## src/sv/dsc_pkg.sv

```systemverilog
`timescale 1ns / 1ps
// Shared widths, constants, tables and result types for the date and day-serial converter
package dsc_pkg;

    localparam int SERIAL_BITS = 24;
    localparam int STAGES      = 5;

    localparam int YEAR_IN_W     = 14;
    localparam int MONTH_IN_W    = 11;
    localparam int DAY_IN_W      = 23;
    localparam int SERIAL_IN_W   = 24;
    localparam int SERIAL_OUT_W  = 24;
    localparam int YEAR_OUT_W    = 15;
    localparam int MONTH_OUT_W   = 4;
    localparam int DAY_OUT_W     = 5;
    localparam int WEEKDAY_OUT_W = 3;

    localparam logic OP_TO_SERIAL = 1'b0;
    localparam logic OP_TO_DATE   = 1'b1;

    localparam int SHIFT_LIMIT = 61;
    localparam int EPOCH_DAY   = 693594;
    localparam int YEAR_MAX    = 9999;
    localparam int MONTHS      = 12;

    localparam int DAYS_400Y = 146097;
    localparam int DAYS_100Y = 36524;
    localparam int DAYS_4Y   = 1461;
    localparam int DAYS_1Y   = 365;

    // date to serial
    localparam int MO_W         = 12;
    localparam int MONTH_BIAS_Q = 86;
    localparam int MONTH_BIAS   = MONTH_BIAS_Q * MONTHS;
    localparam int MO_RECIP     = 2731;
    localparam int MO_SHIFT     = 15;
    localparam int MO_PROD_W    = 24;
    localparam int MO_Q_W       = 8;
    localparam int Y0_W         = 16;
    localparam int YP_W         = 14;
    localparam int C100_RECIP   = 5243;
    localparam int C100_SHIFT   = 19;
    localparam int C100_PROD_W  = 27;
    localparam int P100_W       = 7;
    localparam int DN_W         = 22;
    localparam int DAYS_W       = 25;
    localparam int RNG_LO       = (SERIAL_BITS - 1 < DAYS_W - 1) ? SERIAL_BITS - 1 : DAYS_W - 1;

    // serial to date
    localparam int JW       = SERIAL_BITS + 2;
    localparam int T_W      = SERIAL_BITS + 1;
    localparam int ND       = (T_W + 2) / 3;
    localparam int WSUM_W   = 7;
    localparam int WFOLD_W  = 4;
    localparam int K400     = SERIAL_BITS + 18;
    localparam logic [63:0] M400 = ((64'd1 << K400) + 64'd146096) / 64'd146097;
    localparam int P400_W   = 2 * SERIAL_BITS + 2;
    localparam int Q400_W   = SERIAL_BITS - 16;
    localparam int R_W      = 18;
    localparam int R1_W     = 16;
    localparam int K4       = 27;
    localparam logic [63:0] M4 = ((64'd1 << K4) + 64'd1460) / 64'd1461;
    localparam int P4_W     = 34;
    localparam int Q4_W     = 5;
    localparam int R2_W     = 11;
    localparam int R3_W     = 9;
    localparam int Y_W      = SERIAL_BITS - 7;
    localparam logic [63:0] WOFF =
        (((64'd1 << (SERIAL_BITS - 1)) + 64'd6) / 64'd7) * 64'd7 + 64'd7;

    typedef logic [STAGES-1:0] dsc_stage_en_t;

    typedef struct packed {
        logic [SERIAL_OUT_W-1:0] serial;
        logic                    error;
    } dsc_serial_res_t;

    typedef struct packed {
        logic [YEAR_OUT_W-1:0]    year;
        logic [MONTH_OUT_W-1:0]   month;
        logic [DAY_OUT_W-1:0]     day;
        logic [WEEKDAY_OUT_W-1:0] weekday;
        logic                     error;
    } dsc_date_res_t;

    function automatic logic [8:0] month_start(input logic [3:0] idx);
        logic [8:0] v;
        case (idx)
            4'd0:    v = 9'd0;
            4'd1:    v = 9'd31;
            4'd2:    v = 9'd59;
            4'd3:    v = 9'd90;
            4'd4:    v = 9'd120;
            4'd5:    v = 9'd151;
            4'd6:    v = 9'd181;
            4'd7:    v = 9'd212;
            4'd8:    v = 9'd243;
            4'd9:    v = 9'd273;
            4'd10:   v = 9'd304;
            4'd11:   v = 9'd334;
            default: v = 9'd0;
        endcase
        return v;
    endfunction

endpackage

```

## src/sv/dsc_date_to_serial.sv

```systemverilog
`timescale 1ns / 1ps
// Five-stage datapath turning a rolled year, month and day offset into a day serial
module dsc_date_to_serial
    import dsc_pkg::*;
(
    input  logic                          clk,
    input  dsc_stage_en_t                 stage_en,
    input  logic [YEAR_IN_W-1:0]          year_in,
    input  logic signed [MONTH_IN_W-1:0]  month_in,
    input  logic signed [DAY_IN_W-1:0]    day_in,
    output dsc_serial_res_t               res
);

    localparam logic signed [DAYS_W-1:0] LIMIT = DAYS_W'(SHIFT_LIMIT);

    // stage A
    logic [MO_W-1:0]              a_x_next;
    logic [MO_PROD_W-1:0]         a_prod;
    logic [MO_W-1:0]              a_x_reg;
    logic [MO_Q_W-1:0]            a_q_reg;
    logic [YEAR_IN_W-1:0]         a_year_reg;
    logic signed [DAY_IN_W-1:0]   a_day_reg;

    // stage B
    logic [Y0_W-1:0]              b_y;
    logic [YP_W-1:0]              b_p_next;
    logic [3:0]                   b_r_next;
    logic                         b_yerr_next;
    logic [YP_W-1:0]              b_p_reg;
    logic [3:0]                   b_r_reg;
    logic                         b_yerr_reg;
    logic signed [DAY_IN_W-1:0]   b_day_reg;

    // stage C
    logic [DN_W-1:0]              c_p365_next;
    logic [C100_PROD_W-1:0]       c_prod;
    logic [YP_W-1:0]              c_p_reg;
    logic [DN_W-1:0]              c_p365_reg;
    logic [P100_W-1:0]            c_p100_reg;
    logic [3:0]                   c_r_reg;
    logic                         c_yerr_reg;
    logic signed [DAY_IN_W-1:0]   c_day_reg;

    // stage D
    logic [P100_W-1:0]            d_pmod100;
    logic                         d_leap;
    logic [DN_W-1:0]              d_dn_next;
    logic [DN_W-1:0]              d_dn_reg;
    logic                         d_yerr_reg;
    logic signed [DAY_IN_W-1:0]   d_day_reg;

    // stage E
    logic [DAYS_W-1:0]            e_days_next;
    logic signed [DAYS_W-1:0]     e_days_reg;
    logic                         e_yerr_reg;
    logic signed [DAYS_W-1:0]     fin_days;
    logic                         rng_err;

    assign a_x_next = MO_W'(month_in) + MO_W'(MONTH_BIAS - 1);
    assign a_prod   = MO_PROD_W'(a_x_next) * MO_PROD_W'(MO_RECIP);

    always_ff @(posedge clk)
    begin
        if (stage_en[0])
        begin
            a_x_reg    <= a_x_next;
            a_q_reg    <= a_prod[MO_SHIFT +: MO_Q_W];
            a_year_reg <= year_in;
            a_day_reg  <= day_in;
        end
    end

    assign b_y         = Y0_W'(a_year_reg) + Y0_W'(a_q_reg) - Y0_W'(MONTH_BIAS_Q);
    assign b_yerr_next = b_y[Y0_W-1] || (b_y == '0) || (b_y > Y0_W'(YEAR_MAX));
    assign b_p_next    = YP_W'(b_y - Y0_W'(1));
    assign b_r_next    = 4'(a_x_reg - MO_W'(a_q_reg) * MO_W'(MONTHS));

    always_ff @(posedge clk)
    begin
        if (stage_en[1])
        begin
            b_p_reg    <= b_p_next;
            b_r_reg    <= b_r_next;
            b_yerr_reg <= b_yerr_next;
            b_day_reg  <= a_day_reg;
        end
    end

    assign c_p365_next = DN_W'(b_p_reg) * DN_W'(DAYS_1Y);
    assign c_prod      = C100_PROD_W'(b_p_reg) * C100_PROD_W'(C100_RECIP);

    always_ff @(posedge clk)
    begin
        if (stage_en[2])
        begin
            c_p_reg    <= b_p_reg;
            c_p365_reg <= c_p365_next;
            c_p100_reg <= c_prod[C100_SHIFT +: P100_W];
            c_r_reg    <= b_r_reg;
            c_yerr_reg <= b_yerr_reg;
            c_day_reg  <= b_day_reg;
        end
    end

    assign d_pmod100 = P100_W'(c_p_reg - YP_W'(c_p100_reg) * YP_W'(100));
    assign d_leap    = ((c_p_reg[1:0] == 2'd3) && (d_pmod100 != P100_W'(99)))
                    || ((d_pmod100 == P100_W'(99)) && (c_p100_reg[1:0] == 2'd3));
    assign d_dn_next = c_p365_reg + DN_W'(c_p_reg >> 2) - DN_W'(c_p100_reg)
                     + DN_W'(c_p100_reg >> 2) + DN_W'(month_start(c_r_reg))
                     + DN_W'((c_r_reg >= 4'd2) && d_leap) + DN_W'(1);

    always_ff @(posedge clk)
    begin
        if (stage_en[3])
        begin
            d_dn_reg   <= d_dn_next;
            d_yerr_reg <= c_yerr_reg;
            d_day_reg  <= c_day_reg;
        end
    end

    assign e_days_next = DAYS_W'(d_dn_reg) + DAYS_W'(d_day_reg) - DAYS_W'(EPOCH_DAY + 1);

    always_ff @(posedge clk)
    begin
        if (stage_en[4])
        begin
            e_days_reg <= e_days_next;
            e_yerr_reg <= d_yerr_reg;
        end
    end

    assign fin_days  = (e_days_reg < LIMIT) ? e_days_reg - LIMIT + LIMIT - DAYS_W'(1)
                                            : e_days_reg;
    assign rng_err   = !((&fin_days[DAYS_W-1:RNG_LO]) || (~|fin_days[DAYS_W-1:RNG_LO]));
    assign res.error  = e_yerr_reg || rng_err;
    assign res.serial = res.error ? '0 : SERIAL_OUT_W'(fin_days);

endmodule

```

## src/sv/dsc_serial_to_date.sv

```systemverilog
`timescale 1ns / 1ps
// Five-stage datapath turning a day serial into a Gregorian date and weekday
module dsc_serial_to_date
    import dsc_pkg::*;
(
    input  logic                           clk,
    input  dsc_stage_en_t                  stage_en,
    input  logic signed [SERIAL_IN_W-1:0]  serial_in,
    output dsc_date_res_t                  res
);

    localparam logic signed [SERIAL_BITS-1:0] S_LIMIT = SERIAL_BITS'(SHIFT_LIMIT);

    // stage A
    logic signed [SERIAL_BITS-1:0] a_s;
    logic                          a_lt;
    logic [JW-1:0]                 a_nx;
    logic [T_W-1:0]                a_t_next;
    logic [SERIAL_BITS-1:0]        a_n_reg;
    logic                          a_err_reg;
    logic [T_W-1:0]                a_t_reg;

    // stage B
    logic [P400_W-1:0]             b_prod;
    logic [ND*3-1:0]               b_t_pad;
    logic [WSUM_W-1:0]             b_wsum_next;
    logic [SERIAL_BITS-1:0]        b_n_reg;
    logic [Q400_W-1:0]             b_q400_reg;
    logic                          b_err_reg;
    logic [WSUM_W-1:0]             b_wsum_reg;

    // stage C
    logic [R_W-1:0]                c_r;
    logic [1:0]                    c_q100_next;
    logic [R1_W-1:0]               c_r1_next;
    logic [WFOLD_W-1:0]            c_wfold_next;
    logic [Q400_W-1:0]             c_q400_reg;
    logic [1:0]                    c_q100_reg;
    logic [R1_W-1:0]               c_r1_reg;
    logic                          c_err_reg;
    logic [WFOLD_W-1:0]            c_wfold_reg;

    // stage D
    logic [P4_W-1:0]               d_prod;
    logic [WEEKDAY_OUT_W-1:0]      d_wmod_next;
    logic [Q400_W-1:0]             d_q400_reg;
    logic [1:0]                    d_q100_reg;
    logic [Q4_W-1:0]               d_q4_reg;
    logic [R1_W-1:0]               d_r1_reg;
    logic                          d_err_reg;
    logic [WEEKDAY_OUT_W-1:0]      d_wmod_reg;

    // stage E
    logic [R2_W-1:0]               e_r2;
    logic [1:0]                    e_q1;
    logic [R3_W-1:0]               e_r3_next;
    logic [Y_W-1:0]                e_y_next;
    logic                          e_leap_next;
    logic [Y_W-1:0]                e_y_reg;
    logic [R3_W-1:0]               e_r3_reg;
    logic                          e_leap_reg;
    logic                          e_err_reg;
    logic [WEEKDAY_OUT_W-1:0]      e_wday_reg;

    // month search
    logic [R3_W-1:0]               st_cand;
    logic [R3_W-1:0]               st_sel;
    logic [MONTH_OUT_W-1:0]        mon;

    assign a_s      = SERIAL_BITS'(serial_in);
    assign a_lt     = a_s < S_LIMIT;
    assign a_nx     = JW'(a_s) + JW'(a_lt) + JW'(EPOCH_DAY - 1);
    assign a_t_next = T_W'(a_s) - (a_lt ? T_W'(1) : T_W'(2)) + T_W'(WOFF);

    always_ff @(posedge clk)
    begin
        if (stage_en[0])
        begin
            a_n_reg   <= a_nx[SERIAL_BITS-1:0];
            a_err_reg <= a_nx[JW-1];
            a_t_reg   <= a_t_next;
        end
    end

    assign b_prod  = P400_W'(a_n_reg) * P400_W'(M400);
    assign b_t_pad = (ND*3)'(a_t_reg);

    // octal digit sum, since eight is one modulo seven
    always_comb
    begin
        b_wsum_next = '0;
        for (int i = 0; i < ND; i++)
        begin
            b_wsum_next = b_wsum_next + WSUM_W'(b_t_pad[3*i +: 3]);
        end
    end

    always_ff @(posedge clk)
    begin
        if (stage_en[1])
        begin
            b_n_reg    <= a_n_reg;
            b_q400_reg <= b_prod[K400 +: Q400_W];
            b_err_reg  <= a_err_reg;
            b_wsum_reg <= b_wsum_next;
        end
    end

    assign c_r = R_W'(b_n_reg - SERIAL_BITS'(b_q400_reg) * SERIAL_BITS'(DAYS_400Y));

    always_comb
    begin
        if (c_r >= R_W'(3 * DAYS_100Y))
        begin
            c_q100_next = 2'd3;
        end
        else if (c_r >= R_W'(2 * DAYS_100Y))
        begin
            c_q100_next = 2'd2;
        end
        else if (c_r >= R_W'(DAYS_100Y))
        begin
            c_q100_next = 2'd1;
        end
        else
        begin
            c_q100_next = 2'd0;
        end
    end

    assign c_r1_next    = R1_W'(c_r - R_W'(c_q100_next) * R_W'(DAYS_100Y));
    assign c_wfold_next = WFOLD_W'(b_wsum_reg[6]) + WFOLD_W'(b_wsum_reg[5:3])
                        + WFOLD_W'(b_wsum_reg[2:0]);

    always_ff @(posedge clk)
    begin
        if (stage_en[2])
        begin
            c_q400_reg  <= b_q400_reg;
            c_q100_reg  <= c_q100_next;
            c_r1_reg    <= c_r1_next;
            c_err_reg   <= b_err_reg;
            c_wfold_reg <= c_wfold_next;
        end
    end

    assign d_prod = P4_W'(c_r1_reg) * P4_W'(M4);

    always_comb
    begin
        if (c_wfold_reg >= WFOLD_W'(14))
        begin
            d_wmod_next = WEEKDAY_OUT_W'(c_wfold_reg - WFOLD_W'(14));
        end
        else if (c_wfold_reg >= WFOLD_W'(7))
        begin
            d_wmod_next = WEEKDAY_OUT_W'(c_wfold_reg - WFOLD_W'(7));
        end
        else
        begin
            d_wmod_next = WEEKDAY_OUT_W'(c_wfold_reg);
        end
    end

    always_ff @(posedge clk)
    begin
        if (stage_en[3])
        begin
            d_q400_reg <= c_q400_reg;
            d_q100_reg <= c_q100_reg;
            d_q4_reg   <= d_prod[K4 +: Q4_W];
            d_r1_reg   <= c_r1_reg;
            d_err_reg  <= c_err_reg;
            d_wmod_reg <= d_wmod_next;
        end
    end

    assign e_r2 = R2_W'(d_r1_reg - R1_W'(d_q4_reg) * R1_W'(DAYS_4Y));

    always_comb
    begin
        if (e_r2 >= R2_W'(3 * DAYS_1Y))
        begin
            e_q1 = 2'd3;
        end
        else if (e_r2 >= R2_W'(2 * DAYS_1Y))
        begin
            e_q1 = 2'd2;
        end
        else if (e_r2 >= R2_W'(DAYS_1Y))
        begin
            e_q1 = 2'd1;
        end
        else
        begin
            e_q1 = 2'd0;
        end
    end

    assign e_r3_next   = R3_W'(e_r2 - R2_W'(e_q1) * R2_W'(DAYS_1Y));
    assign e_y_next    = Y_W'(d_q400_reg) * Y_W'(400) + Y_W'(d_q100_reg) * Y_W'(100)
                       + Y_W'(d_q4_reg) * Y_W'(4) + Y_W'(e_q1) + Y_W'(1);
    // fourth year of a cycle; century years leap only at the end of the 400-year cycle
    assign e_leap_next = (e_q1 == 2'd3) && ((d_q4_reg != Q4_W'(24)) || (d_q100_reg == 2'd3));

    always_ff @(posedge clk)
    begin
        if (stage_en[4])
        begin
            e_y_reg    <= e_y_next;
            e_r3_reg   <= e_r3_next;
            e_leap_reg <= e_leap_next;
            e_err_reg  <= d_err_reg;
            e_wday_reg <= d_wmod_reg + WEEKDAY_OUT_W'(1);
        end
    end

    always_comb
    begin
        mon    = MONTH_OUT_W'(1);
        st_sel = '0;
        for (int i = 0; i < MONTHS; i++)
        begin
            st_cand = R3_W'(month_start(4'(i))) + R3_W'((i >= 2) && e_leap_reg);
            if (e_r3_reg >= st_cand)
            begin
                mon    = MONTH_OUT_W'(i + 1);
                st_sel = st_cand;
            end
        end
    end

    assign res.error   = e_err_reg;
    assign res.year    = e_err_reg ? '0 : YEAR_OUT_W'(e_y_reg);
    assign res.month   = e_err_reg ? '0 : mon;
    assign res.day     = e_err_reg ? '0 : DAY_OUT_W'(e_r3_reg - st_sel + R3_W'(1));
    assign res.weekday = e_err_reg ? '0 : e_wday_reg;

endmodule

```

## src/sv/date_serial_converter_unit.sv

```systemverilog
`timescale 1ns / 1ps
// Top level of the date and day-serial converter: stage control, mode select, output register
// Five datapath stages, then one output stage, lie between an input transfer and out_valid.
// Throughput: one item per cycle; each stage holds only while the stage after it is full
// and stalled, so a waiting result does not block input while any stage is empty.
// Reset: rst_n clears all stage valid bits and out_valid; datapath registers are not reset.
// Both conversions run side by side; the item's operation bit picks the result at the output.
module date_serial_converter_unit
    import dsc_pkg::*;
(
    input  logic                           clk,
    input  logic                           rst_n,
    input  logic                           in_valid,
    output logic                           in_ready,
    input  logic                           operation,
    input  logic [YEAR_IN_W-1:0]           year_in,
    input  logic signed [MONTH_IN_W-1:0]   month_in,
    input  logic signed [DAY_IN_W-1:0]     day_in,
    input  logic signed [SERIAL_IN_W-1:0]  serial_in,
    output logic                           out_valid,
    input  logic                           out_ready,
    output logic signed [SERIAL_OUT_W-1:0] serial_out,
    output logic [YEAR_OUT_W-1:0]          year_out,
    output logic [MONTH_OUT_W-1:0]         month_out,
    output logic [DAY_OUT_W-1:0]           day_out,
    output logic [WEEKDAY_OUT_W-1:0]       weekday_out,
    output logic                           error
);

    dsc_stage_en_t            stage_en;
    logic                     out_en;
    logic [STAGES-1:0]        vld_reg;
    logic [STAGES-1:0]        vld_next;
    logic [STAGES-1:0]        op_reg;
    logic                     out_valid_reg;
    logic [SERIAL_OUT_W-1:0]  serial_reg;
    logic [YEAR_OUT_W-1:0]    year_reg;
    logic [MONTH_OUT_W-1:0]   month_reg;
    logic [DAY_OUT_W-1:0]     day_reg;
    logic [WEEKDAY_OUT_W-1:0] weekday_reg;
    logic                     error_reg;
    dsc_serial_res_t          sres;
    dsc_date_res_t            dres;

    dsc_date_to_serial u_to_serial (
        .clk      (clk),
        .stage_en (stage_en),
        .year_in  (year_in),
        .month_in (month_in),
        .day_in   (day_in),
        .res      (sres)
    );

    dsc_serial_to_date u_to_date (
        .clk       (clk),
        .stage_en  (stage_en),
        .serial_in (serial_in),
        .res       (dres)
    );

    // advance a stage when it is empty or the next one advances
    always_comb
    begin
        out_en = !out_valid_reg || out_ready;
        stage_en[STAGES-1] = !vld_reg[STAGES-1] || out_en;
        for (int i = STAGES - 2; i >= 0; i--)
        begin
            stage_en[i] = !vld_reg[i] || stage_en[i+1];
        end
    end

    always_comb
    begin
        vld_next = vld_reg;
        if (stage_en[0])
        begin
            vld_next[0] = in_valid;
        end
        for (int i = 1; i < STAGES; i++)
        begin
            if (stage_en[i])
            begin
                vld_next[i] = vld_reg[i-1];
            end
        end
    end

    always_ff @(posedge clk or negedge rst_n)
    begin
        if (!rst_n)
        begin
            vld_reg       <= '0;
            out_valid_reg <= 1'b0;
        end
        else
        begin
            vld_reg <= vld_next;
            if (out_en)
            begin
                out_valid_reg <= vld_reg[STAGES-1];
            end
        end
    end

    always_ff @(posedge clk)
    begin
        if (stage_en[0])
        begin
            op_reg[0] <= operation;
        end
        for (int i = 1; i < STAGES; i++)
        begin
            if (stage_en[i])
            begin
                op_reg[i] <= op_reg[i-1];
            end
        end
    end

    always_ff @(posedge clk)
    begin
        if (out_en)
        begin
            if (op_reg[STAGES-1] == OP_TO_SERIAL)
            begin
                serial_reg  <= sres.serial;
                year_reg    <= '0;
                month_reg   <= '0;
                day_reg     <= '0;
                weekday_reg <= '0;
                error_reg   <= sres.error;
            end
            else
            begin
                serial_reg  <= '0;
                year_reg    <= dres.year;
                month_reg   <= dres.month;
                day_reg     <= dres.day;
                weekday_reg <= dres.weekday;
                error_reg   <= dres.error;
            end
        end
    end

    assign in_ready    = stage_en[0];
    assign out_valid   = out_valid_reg;
    assign serial_out  = serial_reg;
    assign year_out    = year_reg;
    assign month_out   = month_reg;
    assign day_out     = day_reg;
    assign weekday_out = weekday_reg;
    assign error       = error_reg;

endmodule

```

## config.mk

```make
export PLATFORM = sky130hd
export DESIGN_NAME = date_serial_converter_unit
export DESIGN_NICKNAME = d
export VERILOG_FILES = /design/src/sv/dsc_pkg.sv /design/src/sv/dsc_date_to_serial.sv /design/src/sv/dsc_serial_to_date.sv /design/src/sv/date_serial_converter_unit.sv
export SDC_FILE = /design/constraint.sdc
export NUM_CORES = 2
export LEC_CHECK = 0
export BUFFER_PORTS_ARGS = -buffer_cell sky130_fd_sc_hd__buf_2
export CAP_MARGIN = 10
export CELL_PAD_IN_SITES_DETAIL_PLACEMENT = 2
export CELL_PAD_IN_SITES_GLOBAL_PLACEMENT = 2
export CORE_MARGIN = 4
export CORE_UTILIZATION = 45
export DETAILED_ROUTE_END_ITERATION = 8
export HOLD_SLACK_MARGIN = 0.08
export PLACE_DENSITY_LB_ADDON = 0.3
export SLEW_MARGIN = 20
export SYNTH_ARGS = -nofsm -noshare
export SYNTH_HDL_FRONTEND = slang
export SYNTH_SLANG_ARGS = --single-unit
```

## constraint.sdc

```tcl
create_clock -name clk -period 8.73 [get_ports clk]
set_clock_uncertainty 0.1 [all_clocks]
set_input_delay 1.3095 -clock clk [delete_from_list [all_inputs] [get_ports clk]]
set_output_delay 1.3095 -clock clk [all_outputs]
set_load 0.1 [all_outputs]
```

==> metrics.txt <==
routed vias/inst=~5.5; Slew Limit Fails=0; overall routed net length=159,000 um; CP required=9.02 ns; Worst path max stage delay=approximately 0.53 ns; die area=around 120,000 um2; Reg2Reg Setup Slack=0.32 ns; Max H-tree Level=2; global-route wire length before repair=~250,000 um; dominant cell type by area after synthesis=edfxtp_1; fin crit share=0.9631; Starting Density=0.4550; commonest cells in the netlist=1,014 x inv_1, 907 x ha_1, 557 x fa_1; pin count of the biggest net entering global routing=78; Net Count, Synth=between 6,000 and 7,000; nets@finish=6,228; routed via count=34,374; Hold Crit Class=reg -> reg; synth warn=0; origin of the critical flop-to-flop path=u_to_date.b_q400_reg[1]$_DFFE_PP_; Setup Slack @ Placement=0.2097 ns; Slowest-stage cell, CP=fa_1; slew margin rel.=0.2842; gpl congestion=0.8947; CP dominant cell by count=ha_1; antenna viol nets, final=0; TritonCTS clock tree=built; HP Start=u_to_serial.d_yerr_reg$_DFFE_PP_; Hold Path Stages=0; Num CTS Buffers=55; Max clock buf depth=3; post-DP HPWL=126,700 um; sequential share of the synthesized area=0.2801; FF+latch area=14,140 um2; GR Overflow Total=0; initial antenna violation count=15; port buffer count=130; critical path type=reg -> reg; Reg clk slew, reported paths=0.06 ns; DIE WIDTH=between 300 and 400 um; share of the synthesized area in the top cell type=0.2735; routed len/inst=25.52 um; Final setup viols=0; DRC=0; Tot GR Track Use=0.2732; Netlist cell types=86; worst r2r path cells=29; Final WS setup=0.3225 ns; Initial DRC Count=roughly 1,600; row cnt=122; area of the multi-input gates=32,550 um2; vias in the first global route=41,580; Max Cap Violations=0; final hold vios=0; CTS root buf=clkbuf_16; pin slew with the least headroom to its limit=1.070 ns; status=complete, no violations; Worst Setup End Kind=flop; top_reg_cell synth=edfxtp_1; FF+latch count, synth=475; fmax=0.1189 GHz; most frequent cell after synthesis=inv_1; area grow syn2layout=8.979%; Synth async-reset ratio=0.01263; Fillers=11,148; worst r2r dst=u_to_date.c_r1_reg[14]$_DFFE_PN_; synthesized area per cell=11.19 um2; cells after synthesis=4,513; Post-Syn Area=50,500 um2; Final min period=8.408 ns; chip height=343.0 um; number of synthesized flops with an enable pin=460; worst skew pair latency=approximately 0.65 ns; crit path DAT=8.70 ns; crit path max fanout=5; CP Launch Type=flop; top cells by area, synth=edfxtp_1 27%, ha_1 22%, fa_1 22%; Initial DRT Pass Iterations=6; fraction of layout instances using a drive strength above 1=0.05917; CTS sink count=475; core area=111,000 um2; Worst Hold End=u_to_serial.e_yerr_reg$_DFFE_PP_; Ports=131
[timing repair]
item / 4_1_cts / 5_1_grt
pin swaps: 0 / 2
setup buffers: 0 / 1
setup endpoints to repair: 1 / 2
hold buffers: 0 / 0
resized for setup: 1 / 8
[cells by family after synthesis]
logic type                 share of synthesized area
AOI/OAI and AO/OA                            0.07473
DFF                                           0.2801
buffers and inverters                        0.07733
and+or+nand+nor                              0.06519
muxes                                       0.001982
adders and majority gates                     0.4455
xor gates and xnor gates                     0.05515
[layout make-up]
class,count,area share
Sequential cell,475,0.2570
Inverter,1017,0.06943
Tap cell,1488,0.03383
Antenna cell,8,0.0003638
Clock buffer,63,0.02610
Clock inverter,39,0.009162
Multi-Input combinational cell,3002,0.5914
Timing Repair Buffer,136,0.01271
[how the worst max path moves through the flow]
stage	cells after the start	slack, ns	to	startpoint
after CTS	28	0.11	u_to_date.c_r1_reg[14]$_DFFE_PN_	u_to_date.b_q400_reg[5]$_DFFE_PP_
final	29	0.32	u_to_date.c_r1_reg[14]$_DFFE_PN_	u_to_date.b_q400_reg[1]$_DFFE_PP_
after global placement	27	0.83	u_to_date.c_r1_reg[14]$_DFFE_PN_	u_to_date.b_q400_reg[5]$_DFFE_PP_
after detailed placement	28	0.21	u_to_date.c_r1_reg[14]$_DFFE_PN_	u_to_date.b_q400_reg[2]$_DFFE_PP_
after global routing	30	-0.10	u_to_date.c_r1_reg[14]$_DFFE_PN_	u_to_date.b_q400_reg[2]$_DFFE_PP_
after floorplan	9	0.49	flop	out_ready
[routing by layer]
| layer | wire (um) | vias up | GRT usage |
|---|---|---|---|
| met3 | 5747 | 291 | 0.02730 |
| met5 | 60 | - | 0 |
| met1 | 62630 | 17976 | 0.3255 |
| met2 | 85460 | 675 | 0.5171 |
| met4 | 5070 | 8 | 0.08346 |
| li1 | - | 15424 | - |
[cells in the final DEF (no fill, tap or decap), types with 51 or more instances in the layout]
master and instances:
o21ai_0 94, ha_1 907, buf_2 130, a21o_1 55, fa_1 557, clkbuf_16 55
xor2_1 84, nor3_1 58, nand2_1 116, nand3_1 51, a21oi_1 164, nor2_1 174
xnor2_1 234, edfxtp_1 460, inv_1 1013
[per-stage QoR]
stage | hold slack (ns) | instances | area [um2] | util | setup TNS [ns]
6_report | 0.3217 | 6228 | 55030 | 0.4959 | 0
4_1_cts | 0.3225 | 6219 | 54950 | 0.4951 | 0
2_1_floorplan | 0.3003 | 4513 | 50500 | - | 0
3_3_place_gp | 0.3005 | 6117 | 53000 | 0.4776 | 0
3_5_place_dp | 0.3056 | 6117 | 53000 | 0.4776 | 0
5_1_grt | 0.3322 | 6224 | 55020 | 0.4958 | -0.1017
[worst max-delay path: cells and delay by family (launching register included)]
family	cells	cell delay [ns]
AOI/OAI and AO/OA	15	3.92
adders and majority gates	7	2.80
DFF	1	0.49
and+or+nand+nor	2	0.36
buffers and inverters	4	0.34
xor gates and xnor gates	1	0.15
Power is not shown: default switching activity piles up to over one toggle a cycle in this logic, so the estimate is an artifact.
